--- config.mk ---
export PLATFORM = sky130hd
export DESIGN_NAME = motion_tamper_alarm_unit
export DESIGN_NICKNAME = d
export VERILOG_FILES = /design/src/rtl/mta_pkg.sv /design/src/rtl/mta_lane.sv /design/src/rtl/mta_merge.sv /design/src/rtl/motion_tamper_alarm_unit.sv
export SDC_FILE = /design/constraint.sdc
export NUM_CORES = 1
export LEC_CHECK = 0
export BUFFER_PORTS_ARGS = -buffer_cell sky130_fd_sc_hd__buf_2
export CORE_UTILIZATION = 41
export CTS_CLUSTER_DIAMETER = 30
export DETAILED_ROUTE_END_ITERATION = 7
export SLEW_MARGIN = 20
export SYNTH_ARGS = -nofsm -noshare
export SYNTH_HDL_FRONTEND = slang
export SYNTH_HIERARCHICAL = 1
export SYNTH_SLANG_ARGS = --single-unit
--- constraint.sdc ---
create_clock -name clock -period 7.2 [get_ports clock]
set_input_delay 1.44 -clock clock [delete_from_list [all_inputs] [get_ports clock]]
set_output_delay 1.44 -clock clock [all_outputs]
set_load 0.005 [all_outputs]
--- src/rtl/mta_pkg.sv ---
// ---------------------------------------------------------------------------
// mta_pkg
// Shared types and constants for the motion and tamper alarm block.
// ---------------------------------------------------------------------------
package mta_pkg;

   localparam int WindowDefault = 16;

   localparam int SampleW  = 16;
   localparam int SumW     = 24;
   localparam int ThrW     = 15;
   localparam int PersistW = 8;
   localparam int CsrDataW = 15;
   localparam int CsrIdxW  = 2;

   localparam logic [CsrIdxW-1:0] CsrThresholdX   = 2'd0;
   localparam logic [CsrIdxW-1:0] CsrThresholdY   = 2'd1;
   localparam logic [CsrIdxW-1:0] CsrPersistLimit = 2'd2;

   localparam logic [ThrW-1:0]     ThresholdReset    = 15'd4096;
   localparam logic [PersistW-1:0] PersistLimitReset = 8'd7;
   localparam logic [PersistW-1:0] PersistMax        = 8'd255;

   typedef struct packed {
      logic signed [SampleW-1:0] sample_x;
      logic signed [SampleW-1:0] sample_y;
      logic                      bypass;
      logic                      package_present;
      logic                      claw_closed;
   } req_type;

   typedef struct packed {
      logic alarm;
      logic motion_alarm;
      logic package_alarm;
      logic window_end;
   } rsp_type;

   // per-transaction command from the merge stage to the axis lanes
   typedef struct packed {
      logic advance;   // transaction accepted, add the sample
      logic clear;     // this sample closes the window
   } lane_ctrl_type;

endpackage

--- src/rtl/mta_lane.sv ---
// ---------------------------------------------------------------------------
// mta_lane
// One axis lane: saturating window sum and magnitude-over-threshold test.
// ---------------------------------------------------------------------------
module mta_lane #(
   parameter int WINDOW = mta_pkg::WindowDefault
) (
   input  logic                              clock,
   input  logic                              reset,
   input  mta_pkg::lane_ctrl_type            ctrl,
   input  logic signed [mta_pkg::SampleW-1:0] sample,
   input  logic [mta_pkg::ThrW-1:0]          threshold,
   output logic                              over
);

   localparam int SumW  = mta_pkg::SumW;
   localparam int CntW  = $clog2(WINDOW + 1);
   localparam int ProdW = mta_pkg::ThrW + CntW;
   localparam int CmpW  = (ProdW > SumW) ? ProdW : SumW;

   logic signed [SumW-1:0] sum_ff, sum_in;
   logic signed [SumW:0]   sum_wide;
   logic signed [SumW-1:0] sum_sat;
   logic [SumW-1:0]        mag;
   logic [ProdW-1:0]       limit;

   assign sum_wide = {sum_ff[SumW-1], sum_ff}
                   + {{(SumW + 1 - mta_pkg::SampleW){sample[mta_pkg::SampleW-1]}}, sample};

   // clamp when the two top bits disagree
   always_comb begin
      if (sum_wide[SumW] != sum_wide[SumW-1]) begin
         sum_sat = sum_wide[SumW] ? {1'b1, {(SumW-1){1'b0}}} : {1'b0, {(SumW-1){1'b1}}};
      end else begin
         sum_sat = sum_wide[SumW-1:0];
      end
   end

   // most negative sum maps to its true magnitude as unsigned
   assign mag   = sum_sat[SumW-1] ? (~sum_sat + 1'b1) : sum_sat;
   assign limit = {{CntW{1'b0}}, threshold} * ProdW'(WINDOW);
   assign over  = CmpW'(mag) > CmpW'(limit);

   always_comb begin
      sum_in = sum_ff;
      if (ctrl.advance) begin
         sum_in = ctrl.clear ? '0 : sum_sat;
      end
   end

   always_ff @(posedge clock) begin
      if (reset) begin
         sum_ff <= '0;
      end else begin
         sum_ff <= sum_in;
      end
   end

endmodule

--- src/rtl/mta_merge.sv ---
// ---------------------------------------------------------------------------
// mta_merge
// Window position, persistence counter and registered result stage.
// ---------------------------------------------------------------------------
module mta_merge #(
   parameter int WINDOW = mta_pkg::WindowDefault
) (
   input  logic                           clock,
   input  logic                           reset,
   input  logic                           accept,
   input  mta_pkg::req_type               req,
   input  logic                           over_x,
   input  logic                           over_y,
   input  logic [mta_pkg::PersistW-1:0]   persist_limit,
   output mta_pkg::lane_ctrl_type         lane_ctrl,
   output logic                           rsp_valid,
   input  logic                           rsp_ready,
   output mta_pkg::rsp_type               rsp_data
);

   localparam int CntW = $clog2(WINDOW + 1);

   logic [CntW-1:0]             count_ff, count_in;
   logic [CntW-1:0]             count_inc;
   logic [mta_pkg::PersistW-1:0] persist_ff, persist_in;
   logic                        rsp_valid_ff, rsp_valid_in;
   mta_pkg::rsp_type            rsp_data_ff, rsp_data_in;
   logic                        wend;
   logic                        motion;
   logic                        pkg;

   assign count_inc = count_ff + 1'b1;
   assign wend      = !req.bypass && (count_inc >= CntW'(WINDOW));
   assign pkg       = req.package_present && !req.claw_closed;

   assign lane_ctrl.advance = accept;
   assign lane_ctrl.clear   = wend;

   always_comb begin
      count_in   = count_ff;
      persist_in = persist_ff;
      motion     = 1'b0;
      if (!req.bypass) begin
         count_in = wend ? '0 : count_inc;
      end
      if (wend) begin
         if (over_x || over_y) begin
            persist_in = (persist_ff < mta_pkg::PersistMax) ? persist_ff + 1'b1 : persist_ff;
            motion     = persist_in > persist_limit;
         end else begin
            persist_in = '0;
         end
      end
   end

   always_comb begin
      rsp_data_in.alarm         = motion || pkg;
      rsp_data_in.motion_alarm  = motion;
      rsp_data_in.package_alarm = pkg;
      rsp_data_in.window_end    = wend;
      rsp_valid_in = accept ? 1'b1 : (rsp_ready ? 1'b0 : rsp_valid_ff);
   end

   always_ff @(posedge clock) begin
      if (reset) begin
         count_ff     <= '0;
         persist_ff   <= '0;
         rsp_valid_ff <= 1'b0;
      end else begin
         if (accept) begin
            count_ff   <= count_in;
            persist_ff <= persist_in;
         end
         rsp_valid_ff <= rsp_valid_in;
      end
   end

   always_ff @(posedge clock) begin
      if (accept) begin
         rsp_data_ff <= rsp_data_in;
      end
   end

   assign rsp_valid = rsp_valid_ff;
   assign rsp_data  = rsp_data_ff;

endmodule

--- src/rtl/motion_tamper_alarm_unit.sv ---
// ---------------------------------------------------------------------------
// motion_tamper_alarm_unit
// Accelerometer motion alarm with package tamper detection. Each transaction
// carries one X and one Y sample; an X lane and a Y lane each keep a
// saturating window sum and test it against threshold * WINDOW, and a merge
// stage tracks window position and consecutive moving windows. One
// transaction is accepted every cycle unless the result is stalled; its
// result appears in the output register on the next cycle, from the
// combinational lane add, abs and compare path. A new transaction is taken
// whenever the output register is empty or being drained in the same cycle.
// ---------------------------------------------------------------------------
module motion_tamper_alarm_unit #(
   parameter int WINDOW = mta_pkg::WindowDefault
) (
   input  logic                          clock,
   input  logic                          reset,
   input  logic                          req_valid,
   output logic                          req_ready,
   input  mta_pkg::req_type              req_data,
   output logic                          rsp_valid,
   input  logic                          rsp_ready,
   output mta_pkg::rsp_type              rsp_data,
   input  logic                          csr_write,
   input  logic [mta_pkg::CsrIdxW-1:0]   csr_index,
   input  logic [mta_pkg::CsrDataW-1:0]  csr_wdata
);

   logic [mta_pkg::ThrW-1:0]     thr_x_ff, thr_x_in;
   logic [mta_pkg::ThrW-1:0]     thr_y_ff, thr_y_in;
   logic [mta_pkg::PersistW-1:0] limit_ff, limit_in;
   logic                         accept;
   logic                         over_x;
   logic                         over_y;
   mta_pkg::lane_ctrl_type       lane_ctrl;

   assign req_ready = !reset && (!rsp_valid || rsp_ready);
   assign accept    = req_valid && req_ready;

   always_comb begin
      thr_x_in = thr_x_ff;
      thr_y_in = thr_y_ff;
      limit_in = limit_ff;
      if (csr_write) begin
         case (csr_index)
            mta_pkg::CsrThresholdX:   thr_x_in = csr_wdata[mta_pkg::ThrW-1:0];
            mta_pkg::CsrThresholdY:   thr_y_in = csr_wdata[mta_pkg::ThrW-1:0];
            mta_pkg::CsrPersistLimit: limit_in = csr_wdata[mta_pkg::PersistW-1:0];
            default: ;
         endcase
      end
   end

   always_ff @(posedge clock) begin
      if (reset) begin
         thr_x_ff <= mta_pkg::ThresholdReset;
         thr_y_ff <= mta_pkg::ThresholdReset;
         limit_ff <= mta_pkg::PersistLimitReset;
      end else begin
         thr_x_ff <= thr_x_in;
         thr_y_ff <= thr_y_in;
         limit_ff <= limit_in;
      end
   end

   mta_lane #(.WINDOW(WINDOW)) u_lane_x (
      .clock     (clock),
      .reset     (reset),
      .ctrl      (lane_ctrl),
      .sample    (req_data.sample_x),
      .threshold (thr_x_ff),
      .over      (over_x)
   );

   mta_lane #(.WINDOW(WINDOW)) u_lane_y (
      .clock     (clock),
      .reset     (reset),
      .ctrl      (lane_ctrl),
      .sample    (req_data.sample_y),
      .threshold (thr_y_ff),
      .over      (over_y)
   );

   mta_merge #(.WINDOW(WINDOW)) u_merge (
      .clock         (clock),
      .reset         (reset),
      .accept        (accept),
      .req           (req_data),
      .over_x        (over_x),
      .over_y        (over_y),
      .persist_limit (limit_ff),
      .lane_ctrl     (lane_ctrl),
      .rsp_valid     (rsp_valid),
      .rsp_ready     (rsp_ready),
      .rsp_data      (rsp_data)
   );

endmodule

After elaboration in Yosys (flattened, before gate mapping):

Cells that the tools add are included.

* eq/ne operators: 4
* shift-type cells: 0
* div/mod/pow operators: 0
* bitwise logic cells: 3
* multipliers: 0
* multiplexer cells: 15
* add/subtract/negate cells: 6
* reductions and logical operators: 18
* magnitude comparators: 5

Operator list (number)
* two-way mux 24 bit: 8
* adder 24 x 16 -> 25 bit: 2
* adder 24 x 1 -> 24 bit, second input constant: 2
* greater-than comparator 24 x 19 -> 1 bit: 2
* NOT 24 bit: 2
* two-way mux 8 bit: 2
* AND reduction 2 bit: 5
* adder 8 x 1 -> 8 bit, second input constant: 1
* greater-than comparator 8 bit: 1
* less-than comparator 8 bit, second input constant: 1
* adder 5 x 1 -> 5 bit, second input constant: 1
* greater-or-equal comparator 5 bit, second input constant: 1
* two-way mux 5 bit: 1
* logical AND 1 bit: 4
* zero test 1 bit: 4
* two-way mux 1 bit: 4
* logical OR 1 bit: 3
* equality test 2 x 1 -> 1 bit, second input constant: 1
* equality test 2 bit, second input constant: 1
* zero test 2 bit: 1
* != test 1 bit: 2
* nonzero test 2 bit: 1
* NOT 1 bit: 1

* bits in read-only memories: 0
* input port bits: 57
* bits in latches: 0
* memories: 0
* flip-flop bits (word level): 104
* memory bits (writable): 0
* output and inout bits: 6
* word-level logic and storage cells: 63

Longest topological paths before layout:

Gate-level depths: netlist of the first run.

* word-level depth: 11
* mapped depth: 30
* mapped depth without buffers: 29

Cells and area by module:

Netlist of the first run, hierarchy kept.

By module, submodules not included
* mta_lane at u_lane_x: cells each 509, sequential area each 480.5 um^2, area an instance 3694.8 um^2, times used 1
* mta_lane at u_lane_y: cells each 499, sequential area each 480.5 um^2, area an instance 3530.9 um^2, times used 1
* motion_tamper_alarm_unit: cells each 150, sequential area each 760.7 um^2, area an instance 1579.0 um^2, times used 1
* mta_merge: cells each 144, sequential area each 400.4 um^2, area an instance 1237.4 um^2, times used 1

Worst setup path before layout of the first run:

Ideal clock, no wire load.

* path type: input to register
* from: in req_data[34] (netlist name)
* to: reg u_merge/persist_ff[3] (netlist name)
* buffers on the path: 2
* stages on the path: 28
* data arrival time: 6.774 ns
* slack: 0.304 ns
* setup time: 0.123 ns
* data required time: 7.077 ns
* cell sequence: ha_1 > clkbuf_1 > a21oi_1 > o21ai_1 > and3_1 > or3_1 > a21oi_4 > buf_2 > nand2_1 > o22ai_1 > a21o_1 > or2_2 > nand2_1 > xnor2_1 > ha_1 > a21o_1 > a21o_1 > a21o_1 > a21o_1 > a21o_1 > a211oi_1 > o21ai_0 > a21o_1 > a211oi_1 > nand3_1 > o21bai_1 > nor2_1 > a221o_2

* cells in the longest elaborated chain, start to end: 9
* elaborated cells on any way between the ends: 10
* those cells by class: add/sub: 2; order compare: 1; eq/ne: 1; mux: 4; bitwise: 1; reduce/logical: 1

RTL lines
* start: declaration: line motion_tamper_alarm_unit.sv:19 `input mta_pkg::req_type req_data,`
* adder 24 x 16 -> 25 bit *: line mta_lane.sv:28 `+ {{(SumW + 1 - mta_pkg::SampleW){sample[mta_pkg::SampleW-1]}}, sample};`
* two-way mux 24 bit or != test 1 bit (tied branches): line mta_lane.sv:33, mta_lane.sv:32
* two-way mux 24 bit *: line mta_lane.sv:32 `if (sum_wide[SumW] != sum_wide[SumW-1]) begin`
* NOT 24 bit: line mta_lane.sv:40 `assign mag = sum_sat[SumW-1] ? (~sum_sat + 1'b1) : sum_sat;`
* adder 24 x 1 -> 24 bit: line mta_lane.sv:40
* two-way mux 24 bit *: line mta_lane.sv:40
* greater-than comparator 24 x 19 -> 1 bit *: line mta_lane.sv:42 `assign over = CmpW'(mag) > CmpW'(limit);`
* named net over_x: line motion_tamper_alarm_unit.sv:32 `logic over_x;`
* logical OR 1 bit *: line mta_merge.sv:47 `if (over_x || over_y) begin`
* two-way mux 8 bit *: line mta_merge.sv:47
* end signal: assignment: line mta_merge.sv:72 `persist_ff <= persist_in;`
* end: declaration: line mta_merge.sv:25 `logic [mta_pkg::PersistW-1:0] persist_ff, persist_in;`

Mark *: on every way through the listed nets, which the timed path passes. The rest lies on a longest branch.
A chain may end at the register's enable or synchronous reset.

Worst setup path in the final report of the first run:

* from: in req_data[19] (netlist name)
* to: reg u_merge/persist_ff[3] (netlist name)

Same word-level chain as after synthesis.

==> results.txt, run 1 <==
The run finished with clean final reports. Dividing the detail-routed via count by the number of cells gives 5.670. In this run the clock root is driven by a clkbuf_16. The die is 158.5 um wide.

The mean area per synthesized cell came out at 7.713 sq um. In the final routed layout, each cell accounts on average for 16.27 um. Async set-reset flop share out of synthesis: 0%.

The all-layer global routing usage is 22.35%, and the overall power consumption is 2207 uW. The tools report the category of the worst setup path capture point as a flop. The tools report the CTS H-tree depth as 3. Kind of start point of the critical path: an input port. For the TritonCTS sink count, the log shows 104. For this design the top-level I/O count stands at 63. The largest individual stage delay along the critical path comes from the cell fa_2. The most area-hungry cell type in the Yosys netlist was dfxtp_1. The logs give 0.3966 ns for the worst setup margin and 1,674 for the number of instances in the placed design. Power per cell area: 196.5 nW/um^2.

When the netlist entered floorplanning its net count stood at 1,449. Summing over every cut layer, the via total after detailed routing is 9,582. The number of input and output port buffers inserted was 62. The number of antenna violations at the first check in global routing is 0, and the number of iterations in the first detailed-routing pass is 5. At the pin with the least slew margin, the transition time is 0.9747 ns. STA puts the critical path data arrival time at 7.05 ns.

The logs give 0 for the hold violation total from the final report and 0 for the number of pins exceeding their max-slew limit in the final report. The stage delay of the slowest cell on the critical path is 0.57 ns. Of the cells placed in the final design, the portion with a size suffix greater than 1 is 13.49%. The worst max-slew margin expressed relative to the limit came out at 35.02%.

The logs give 10,040 sq um for the netlist area before placement and 0.007376 ns for the final worst clock skew. For this run, design rule violations remaining after detail routing come to 0. The most common cell type on the critical path was a21o_1. Detailed placement finished with a half-perimeter wire length of 21.29 mm.

Setup repair after global routing left no endpoint under its margin. The area taken by multi-input logic gates came out at 7431 sq um. After clock tree synthesis, the clock-pin slew on the worst setup and hold paths is 0.07 ns. The analysis attributes to cell leakage a power of 0.004802 uW. At the end of routability-driven placement, the weighted congestion stood at 0.9418. nor2_1 is the most common cell in the netlist. Sequential cell area: 2122 sq um. The via count of the first global-routing pass is 8,815, and the violation count after the first detailed-route iteration is 803. Across the VDD grid, the largest voltage drop is 0.1444 mV. The clock reaches the later pin of the worst-skew pair after 0.36 ns. The critical path is of the in -> reg type. For this configuration, the core starts out at a cell density of 42.28%.

Summed over all failing endpoints, the final setup total negative slack is 0 ns. The height of the die was 158.5 um. Yosys attributes the largest share of cell area to dfxtp_1 20%, ha_1 11%, a21oi_1 5.3%. The net count of the finished layout is 1,514.

In the synthesized netlist the dominant register cell turns out to be dfxtp_1. Worst min-delay path class: reg -> reg. Of the post-synthesis cell area, the dominant cell type holds 19.94%. The number of core rows is 56. Based on the critical path, the design can be clocked at up to 147.0 MHz.

Counting every instance in the synthesized netlist gives 1,302. The filler cells instantiated in the layout total 2,393. Ranked by instance count, the synthesized netlist is headed by 117 x nor2_1, 106 x a21oi_1, 101 x nand2_1.

The die covers 25,120 sq um. Compared with the post-synthesis result, the final layout area differs by 11.85%. Measured on the finished design, the core utilization comes to 47.29%. The post-route non-filler standard cell count is 1,690, and the number of flops mapped to enable cells by yosys is 4. The logs give 0 for the number of failing setup endpoints in the final timing report and 23,750 sq um for the area of the core region.

The first global-routing pass estimated 44.55 mm of wire. Entering global routing, the biggest net connects 106 pins. The tools report the number of max-cap violations as 0. The number of antenna diodes in the final layout is 0. The minimum clock period came out at 6.803 ns. TritonCTS built the clock tree. The number of register bits inferred by synthesis was 104. OpenSTA, run right after detailed placement, puts the worst setup slack at -0.02584 ns.

The final routed wirelength across all metal layers is 27.50 mm, and the post-route clock period utilization is 94.49%. Of all nets on the critical path, the largest fanout is 5. The Yosys step of the flow raised 6 warnings. The logs give 9 for the CTS buffer count and 0 for the count of nets left with antenna violations after detail routing. The number of different library cells used by synthesis comes to 101. The residual overflow from global routing was 0; the data required time of the worst path was 7.45 ns. Of the synthesized area, sequential elements account for 21.13%. Counting along the longest clock path gives a buffer depth of 2.
flip-flops by register name, indices dropped and copies added, names as in the netlist:
signal              count
thr_x_ff               15
limit_ff                8
thr_y_ff               15
u_merge/persist_ff      8
u_merge/rsp_valid       1
u_lane_y/sum_ff        24
u_merge/count_ff        5
u_merge/rsp_data        4
u_lane_x/sum_ff        24
per-layer routing:
layer | GRT usage [%] | up-vias | share of wire [%]
met5 | 0 | - | 0
met4 | 4.441 | 0 | 1.0
met3 | 3.402 | 17 | 4.3
met2 | 35.74 | 218 | 45
met1 | 31.59 | 4498 | 50
li1 | - | 4849 | -
repair_timing:
item,4_1_cts,5_1_grt
resized for setup,0,8
endpoints found under the setup margin,0,4
hold buffers,0,0
buffers inserted,0,1
logic make-up after synthesis:
| kind of cell | Yosys count | share of synthesized area (%) |
|---|---|---|
| and+or+nand+nor | 481 | 25.45 |
| adders and majority gates | 95 | 11.86 |
| muxes | 55 | 5.731 |
| xor gates and xnor gates | 69 | 6.093 |
| buffers and inverters | 130 | 5.208 |
| DFF | 104 | 21.13 |
| AOI/OAI and AO/OA | 368 | 24.52 |
final timing paths:
| check | startpoint | end | slack, ns | cells past startpoint |
|---|---|---|---|---|
| max reg2reg | u_lane_x/sum_ff[0] | u_merge/persist_ff[3] | 1.17 | 27 |
| min reg2reg | thr_x_ff[1] | thr_x_ff[1] | 0.47 | 2 |
| min | thr_x_ff[1] | thr_x_ff[1] | 0.47 | 2 |
| max | req_data[19] | u_merge/persist_ff[3] | 0.40 | 28 |
worst max-delay path, delay by kind of cell:
family | cells | cell delay [ns]
simple gates | 11 | 2.33
xor+xnor | 1 | 0.13
buf+inv | 2 | 0.14
compound gates | 10 | 1.90
mux | 1 | 0.09
fa+ha+maj | 3 | 1.01
report_power, final:
| part | switching [uW] | internal, uW |
|---|---|---|
| combinational | 626 | 439 |
| sequential | 23.5 | 611 |
| clock | 236 | 271 |
stage by stage:
stage / cell area, sq um / hold slack [ns]
after floorplan: 10040 / 0.4386
after global placement: 10910 / 0.4599
after detailed placement: 10910 / 0.4640
after CTS: 11200 / 0.4752
after global routing: 11230 / 0.4955
final: 11230 / 0.4747
layout by cell type, fill, tap and decap left out, types with 11 or more instances in the layout:
| master | Yosys | routed |
|---|---|---|
| a22oi_1 | 18 | 18 |
| buf_4 | 2 | 59 |
| a21oi_1 | 106 | 106 |
| ha_1 | 88 | 88 |
| and2_1 | 13 | 13 |
| mux2i_1 | 48 | 48 |
| nor4_1 | 11 | 11 |
| inv_1 | 63 | 63 |
| and3_1 | 14 | 14 |
| o21ai_0 | 70 | 68 |
| nor2b_1 | 29 | 28 |
| nand2b_1 | 62 | 62 |
| nand4_1 | 23 | 23 |
| nor2_1 | 117 | 116 |
| buf_2 | 9 | 61 |
| a31oi_1 | 11 | 11 |
| nand2_1 | 101 | 101 |
| a21o_1 | 31 | 31 |
| xnor2_1 | 42 | 42 |
| o211ai_1 | 14 | 14 |
| nand3_1 | 31 | 31 |
| xor2_1 | 26 | 25 |
| dfxtp_1 | 100 | 100 |
| nor3_1 | 27 | 27 |
final cells by class:
type	instances	share of cell area, %
clock inverters	6	0.5904
clock buffers	9	2.005
multi-input cells	1068	66.16
inverters	64	2.139
flip-flops and latches	104	18.89
well taps	319	3.554
repair buffers	120	6.661
(Power assumes the default switching activity.)
==> run 2, diff against run 1 <==
- RECOVER_POWER: not set -> 100
==> results.txt, run 2 (synthesis gave the netlist of run 1 again) <==
The flow ran to the end, but the final reports show violations. The checks that failed: capacitance limit, slew limit. The critical path in this run is classified as in -> reg. The run gives 21.29 mm (unchanged) as the half-perimeter wire length after detailed placement. For the clock latency at the later pin of the worst-skew pair, the log shows 0.36 ns (about the same).

Number of instances in the placed design: 1,674 (unchanged). Post-route non-filler standard cell count: 1,690 (unchanged). The number of input and output port buffers inserted works out to 62 (unchanged). In the layout the commonest cells are 116 x nor2_1, 106 x a21oi_1, 101 x nand2_1. Cell class contributing the biggest share of worst-path delay: simple AND/OR/NAND/NOR gates.

The all-layer global routing usage was 22.35% (unchanged). The tools report the fraction of power consumed by combinational cells as 48.2% (about the same). The worst min-delay path class is reg -> reg.

The sequential power share is 28.8% (about the same). Counting stages on the worst path, the most repeated cell is a21o_1. The total buffers and inverters traversed by the critical path came out at 2 (unchanged).

Antenna diode count: 0 (unchanged). The number of I/O pins is 63 (unchanged), and the residual overflow from global routing is 0 (unchanged). The number of vias per cell works out to 5.654 (-0.27%). The library cell used most frequently in the layout, excluding fill and tap cells, is nor2_1. Number of core rows: 56 (unchanged). The number of iterations in the first detailed-routing pass is 5 (unchanged), and the post-route clock period utilization is 94.73% (+0.24 points).

The violation count after the first detailed-route iteration is 779 (-3.0%). The cell with the biggest individual delay on the critical path is fa_2. For the CTS buffer count, the log shows 9 (unchanged). Die area: 25,120 sq um (unchanged). The post-CTS clock slew at the launch and capture registers of the worst setup and hold paths is 0.07 ns (about the same), and the area of the core region is 23,750 sq um (unchanged). The clock share of power came out at 23.0% (about the same). The hold violation total from the final report was 0 (unchanged).

The maximum buffer depth of the clock tree came out at 2 (unchanged). The via count of the first global-routing pass was 8,815 (unchanged). The final routed wirelength across all metal layers is 27.50 mm (about the same), and the initial core utilization is 42.28% (unchanged). Measured slew at the worst slew-check pin: 1.917 ns (+0.9423 ns). The root buffer cell chosen for the clock tree is clkbuf_16. The fmax came out at 146.6 MHz (-0.25%).

The routed length per instance is 16.27 um (about the same). The tools report the kind of start point of the critical path as an input port. The total of fill cells in the finished design is 2,408 (+0.63%). The TritonCTS sink count came out at 104 (unchanged).

The tools report the worst max-slew margin expressed relative to the limit as -27.80% (-63 points). The number of failing setup endpoints in the final timing report was 0 (unchanged); the fraction of final layout cells with drive strength greater than 1 was 12.25% (-1.2 points). The summed negative setup slack over all endpoints is 0 ns (unchanged), and the largest net degree at the start of global routing is 106 (unchanged). The logs give 0 (unchanged) for the remaining design rule violation count and 7.45 ns (about the same) for the data required time of the worst path.

The worst setup path is captured at a flop. Setup repair after global routing left no endpoint under its margin. The area taken by multi-input logic gates is 7401 sq um (-0.40%), and the final net count is 1,514 (unchanged).

The number of max-cap violations is 1 (+1). The run gives 0.1440 mV (-0.28%) as the largest vdd supply drop. From synthesis to final layout, the design area changed by 11.21%.

TritonCTS built the clock tree. The width of the die was 158.5 um (unchanged); the largest fanout of any net on the critical path was 5 (unchanged). The run gives 884.6 uW (-0.16%) as the switching power of the nets.

The minimum clock period is 6.821 ns (+0.01721 ns), and the stage delay of the slowest cell on the critical path is 0.56 ns (about the same). The power per cell area was 197.2 nW/um^2 (+0.35%). The final worst clock skew is 0.007265 ns (-0.0001111 ns), and the internal power component is 1318 uW (-0.25%).

The run gives 0.9418 (unchanged) as the routability congestion estimate from global placement. The CTS H-tree depth came out at 3 (unchanged). The largest registers in the layout are u_lane_x/sum_ff (24), u_lane_y/sum_ff (24). The height of the die is 158.5 um (unchanged).

The logs give 9,556 (-0.27%) for the via total after detailed routing and 0 (unchanged) for the number of antenna violations at the first check in global routing. The first-pass GRT wire length came out at 44.55 mm (unchanged). The number of pins exceeding their max-slew limit in the final report is 36 (+36), and the signal arrival time at the worst endpoint is 7.07 ns (+0.02 ns).

The leakage power is 0.004752 uW (-1.1%), and the count of nets left with antenna violations after detail routing is 0 (unchanged). The sequential cell area came out at 2122 sq um (unchanged). Switching share of total power: 40.16% (about the same).
run 2: metrics by stage:
step                area (sq um)  setup WS (ns)  total power [uW]  utilization, %  hold WS [ns]
finish                     11170         0.3794              2202           47.02        0.4747
CTS                        11200         0.3322              2211           47.17        0.4752
floorplan                  10040         0.3036              1404               -        0.4386
global route               11170        0.01385              2367           47.02        0.4955
global placement           10910         0.1349              1679           45.94        0.4599
detailed placement         10910       -0.02584              1690           45.94        0.4640
run 2: timing repair:
| action | CTS | global route |
|---|---|---|
| hold endpoints to repair | 0 | 0 |
| gates resized for setup | 0 | 8 |
| buffers inserted | 0 | 1 |
| hold buffers | 0 | 0 |
| endpoints found under the setup margin | 0 | 4 |
run 2: cell type report:
type / count / area share, %
inverters: 64 / 2.151
flip-flops and latches: 104 / 19.00
clock buffers: 9 / 2.017
clock inverters: 6 / 0.5938
well taps: 319 / 3.574
multi-input cells: 1068 / 66.27
repair buffers: 120 / 6.397
run 2: worst register-to-register path, cell delays in order (launching register included):
cell and delay (ns):
dfxtp_1 0.37, ha_1 0.20, inv_1 0.07, fa_2 0.56
and4bb_1 0.20, mux2i_1 0.09, or3_4 0.40, or4_4 0.47
nor3_1 0.18, nor3_1 0.09, or2_2 0.30, nand2_1 0.09
xnor2_1 0.13, ha_1 0.26, a21o_1 0.16, a21o_1 0.17
a21o_1 0.17, a21o_1 0.17, a21o_1 0.17, a211oi_1 0.22
o21ai_0 0.10, a21o_1 0.19, a211oi_1 0.26, nand3_1 0.16
nor2_2 0.12, nor2_1 0.07, and3_2 0.27, a221o_2 0.29
run 2: power by group through the flow:
stage | Combinational [uW] | Sequential [uW] | Clock (uW)
after detailed placement | 1040 | 648 | 0
final | 1060 | 634 | 507
after global routing | 1180 | 638 | 547
after global placement | 1030 | 647 | 0
after floorplan | 767 | 637 | 0
after CTS | 1050 | 634 | 525
run 2: worst paths after layout:
kind | startpoint | slack (ns) | to | depth (start not counted)
worst max-delay path | req_data[19] | 0.38 | u_merge/persist_ff[3] | 28
worst min-delay path | thr_x_ff[1] | 0.47 | thr_x_ff[1] | 2
worst max register to register | u_lane_x/sum_ff[0] | 1.15 | u_merge/persist_ff[3] | 27
worst min register to register | thr_x_ff[1] | 0.47 | thr_x_ff[1] | 2
run 2: metal layers:
layer / up-vias / part of all wire [%] / global-route usage, %
met1: 4447 / 50 / 31.59
met5: - / 0 / 0
li1: 4848 / - / -
met3: 19 / 5.1 / 3.402
met2: 242 / 44 / 35.74
met4: 0 / 1.1 / 4.441
==> run 3, diff against run 2 <==
- RECOVER_POWER: 100 -> 50
==> results.txt, run 3 (synthesis gave the netlist of run 1 again) <==
The logs give 785 (+0.77%) for the violation count after the first detailed-route iteration and 25,120 sq um (unchanged) for the die area. The largest vdd supply drop came out at 0.1444 mV (+0.28%). The flow ran to the end, but the final reports show violations. The minimum clock period is 6.816 ns (-0.004196 ns), and the clock latency at the later pin of the worst-skew pair is 0.36 ns (about the same).

The routed length per instance came out at 16.28 um (about the same). The tools report the reg-to-reg endpoint as u_merge/persist_ff[3]. For the via count of the first global-routing pass, the log shows 8,815 (unchanged). The leading cell type in the layout, fill and taps excluded is nor2_1. The tools report the CTS H-tree depth as 3 (unchanged). The largest fanout of any net on the critical path was 5 (unchanged). The routability congestion estimate from global placement is 0.9418 (unchanged). The endpoint of the worst setup timing path is u_merge/persist_ff[3]. The worst min-delay path class is reg -> reg. The largest registers in the layout are u_lane_x/sum_ff (24), u_lane_y/sum_ff (24).

The number of failing setup endpoints in the final timing report was 0 (unchanged); the width of the die was 158.5 um (unchanged). The number of cells on the critical path is 28 (unchanged). The placed standard-cell area was 10,910 sq um (unchanged). The run gives 0.004768 uW (+0.34%) as the leakage power. The sequential cell area was 2122 sq um (unchanged); the CTS buffer count was 9 (unchanged). The depth of the worst register-to-register path is 27 (unchanged). Area taken by multi-input logic gates: 7401 sq um (unchanged). The internal reg-to-reg setup slack came out at 1.15 ns (about the same).

The worst setup path is captured at a flop. Kind of start point of the critical path: an input port. Among all stages on the critical path, the largest delay is contributed by fa_2.

TritonCTS built the clock tree. For the antenna diode count, the log shows 0 (unchanged). The power per cell area was 197.2 nW/um^2 (about the same); the all-layer global routing usage was 22.35% (unchanged).

The logs give 2,405 (-0.12%) for the total of fill cells in the finished design and 0 (unchanged) for the count of nets left with antenna violations after detail routing. The worst register-to-register path begins at u_lane_x/sum_ff[0]. In this run the worst setup path begins at req_data[19]. Maximum buffer depth of the clock tree: 2 (unchanged). For the worst max-slew margin expressed relative to the limit, the log shows -27.05% (+0.76 points). Broken down by cell family, the worst path's largest delay share belongs to simple AND/OR/NAND/NOR gates. The fmax came out at 146.7 MHz (about the same).

The cell chosen for the clock root was clkbuf_16. For the half-perimeter wire length after detailed placement, the log shows 21.29 mm (unchanged). The final cell utilization of the core was 47.08% (+0.063 points). The tools report the number of pins exceeding their max-slew limit in the final report as 36 (unchanged). For the area of the core region, the log shows 23,750 sq um (unchanged). The tools report the number of I/O pins as 63 (unchanged). The most common cell type on the critical path was a21o_1. The run gives 9,574 (+0.19%) as the via total after detailed routing.

Setup repair after global routing left no endpoint under its margin. The final worst clock skew came out at 0.007418 ns (+0.0001526 ns). TritonCTS sink count: 104 (unchanged).

For the number of antenna violations at the first check in global routing, the log shows 0 (unchanged). The tools report the number of core rows as 56 (unchanged). The critical path is of the in -> reg type. The tools report the signal arrival time at the worst endpoint as 7.06 ns (about the same). The top cell types in the final layout, fill and taps aside, are 116 x nor2_1, 106 x a21oi_1, 101 x nand2_1. The final design instance area without fill is 11,180 sq um (+0.13%), and the post-CTS clock slew at the launch and capture registers of the worst setup and hold paths is 0.07 ns (about the same).

The number of iterations in the first detailed-routing pass was 6 (+1); the total buffers and inverters traversed by the critical path was 2 (unchanged). First-pass GRT wire length: 44.55 mm (unchanged). The stage delay of the slowest cell on the critical path is 0.57 ns (about the same). The height of the die came out at 158.5 um (unchanged). The area growth from synthesis to layout is 11.36%. The run gives 0 (unchanged) as the residual overflow from global routing.

Worst setup margin: 0.3836 ns (+0.004196 ns). The checks that failed: capacitance limit, slew limit. The number of vias per cell is 5.665 (+0.19%), and the number of input and output port buffers inserted is 62 (unchanged). The fraction of final layout cells with drive strength greater than 1 was 12.55% (+0.29 points); the remaining design rule violation count was 0 (unchanged).

The initial core utilization is 42.28% (unchanged). The measured slew at the worst slew-check pin is 1.906 ns (-0.01137 ns). The largest net degree at the start of global routing was 106 (unchanged); the number of max-cap violations was 1 (unchanged).

Final routed wirelength across all metal layers: 27.51 mm (about the same). The post-route clock period utilization is 94.67% (about the same), and the final net count is 1,514 (unchanged). The post-placement setup slack came out at -0.02584 ns (unchanged). Data required time of the worst path: 7.45 ns (about the same). The hold violation total from the final report came out at 0 (unchanged).
run 3: cell count changes in the layout (fill, tap and decap cells not counted):
cell	delta
buf_4	+5
clkbuf_1	-4
and2_0	-1
and2_1	+1
clkbuf_4	-1
run 3: area by class of cell:
type	count	share of cell area (%)
Clock buffer	9	2.014
Clock inverter	6	0.5930
Inverter	64	2.148
Timing Repair Buffer	120	6.523
Tap cell	319	3.569
Multi-Input combinational cell	1068	66.18
Sequential cell	104	18.98
run 3: where the power goes:
part | internal, uW | switching, uW | leakage (uW)
registers | 611 | 23.4 | 0.000852
clock network | 271 | 235 | 0.000148
logic | 438 | 626 | 0.00377
total | 1320 | 885 | 0.00477
run 3: what timing repair did:
item                       CTS  global route
hold buffers                 0             0
buffers inserted             0             1
gates resized for setup      0             8
setup endpoints to repair    0             4
run 3: worst min path at each step:
stage	to	slack, ns	cells past startpoint	from
detailed placement	u_lane_x/sum_ff[14]	0.46	2	u_lane_x/sum_ff[14]
global route	thr_x_ff[14]	0.50	2	thr_x_ff[14]
global placement	thr_x_ff[1]	0.46	2	thr_x_ff[1]
CTS	u_lane_x/sum_ff[14]	0.48	2	u_lane_x/sum_ff[14]
floorplan	u_lane_x/sum_ff[14]	0.44	2	u_lane_x/sum_ff[14]
finish	thr_x_ff[1]	0.47	2	thr_x_ff[1]
run 3: per-layer routing:
metal / global-route usage [%] / up-vias / share of wire, %
met2: 35.74 / 229 / 44
met1: 31.59 / 4470 / 50
met3: 3.402 / 23 / 4.4
met5: 0 / - / 0
met4: 4.441 / 0 / 1.2
li1: - / 4852 / -
run 3: worst min-delay path, delay by kind of cell (launching register included):
kind / cells / cell delay, ns
mux: 1 / 0.06
simple gates: 1 / 0.06
flops: 1 / 0.31
run 3: through the flow:
stage | hold slack [ns] | cells | power, uW | setup TNS, ns
6_report | 0.4747 | 1690 | 2205 | 0
5_1_grt | 0.4955 | 1690 | 2369 | 0
4_1_cts | 0.4752 | 1689 | 2211 | 0
3_5_place_dp | 0.4640 | 1674 | 1690 | -0.02584
3_3_place_gp | 0.4599 | 1674 | 1679 | 0
2_1_floorplan | 0.4386 | 1302 | 1404 | 0
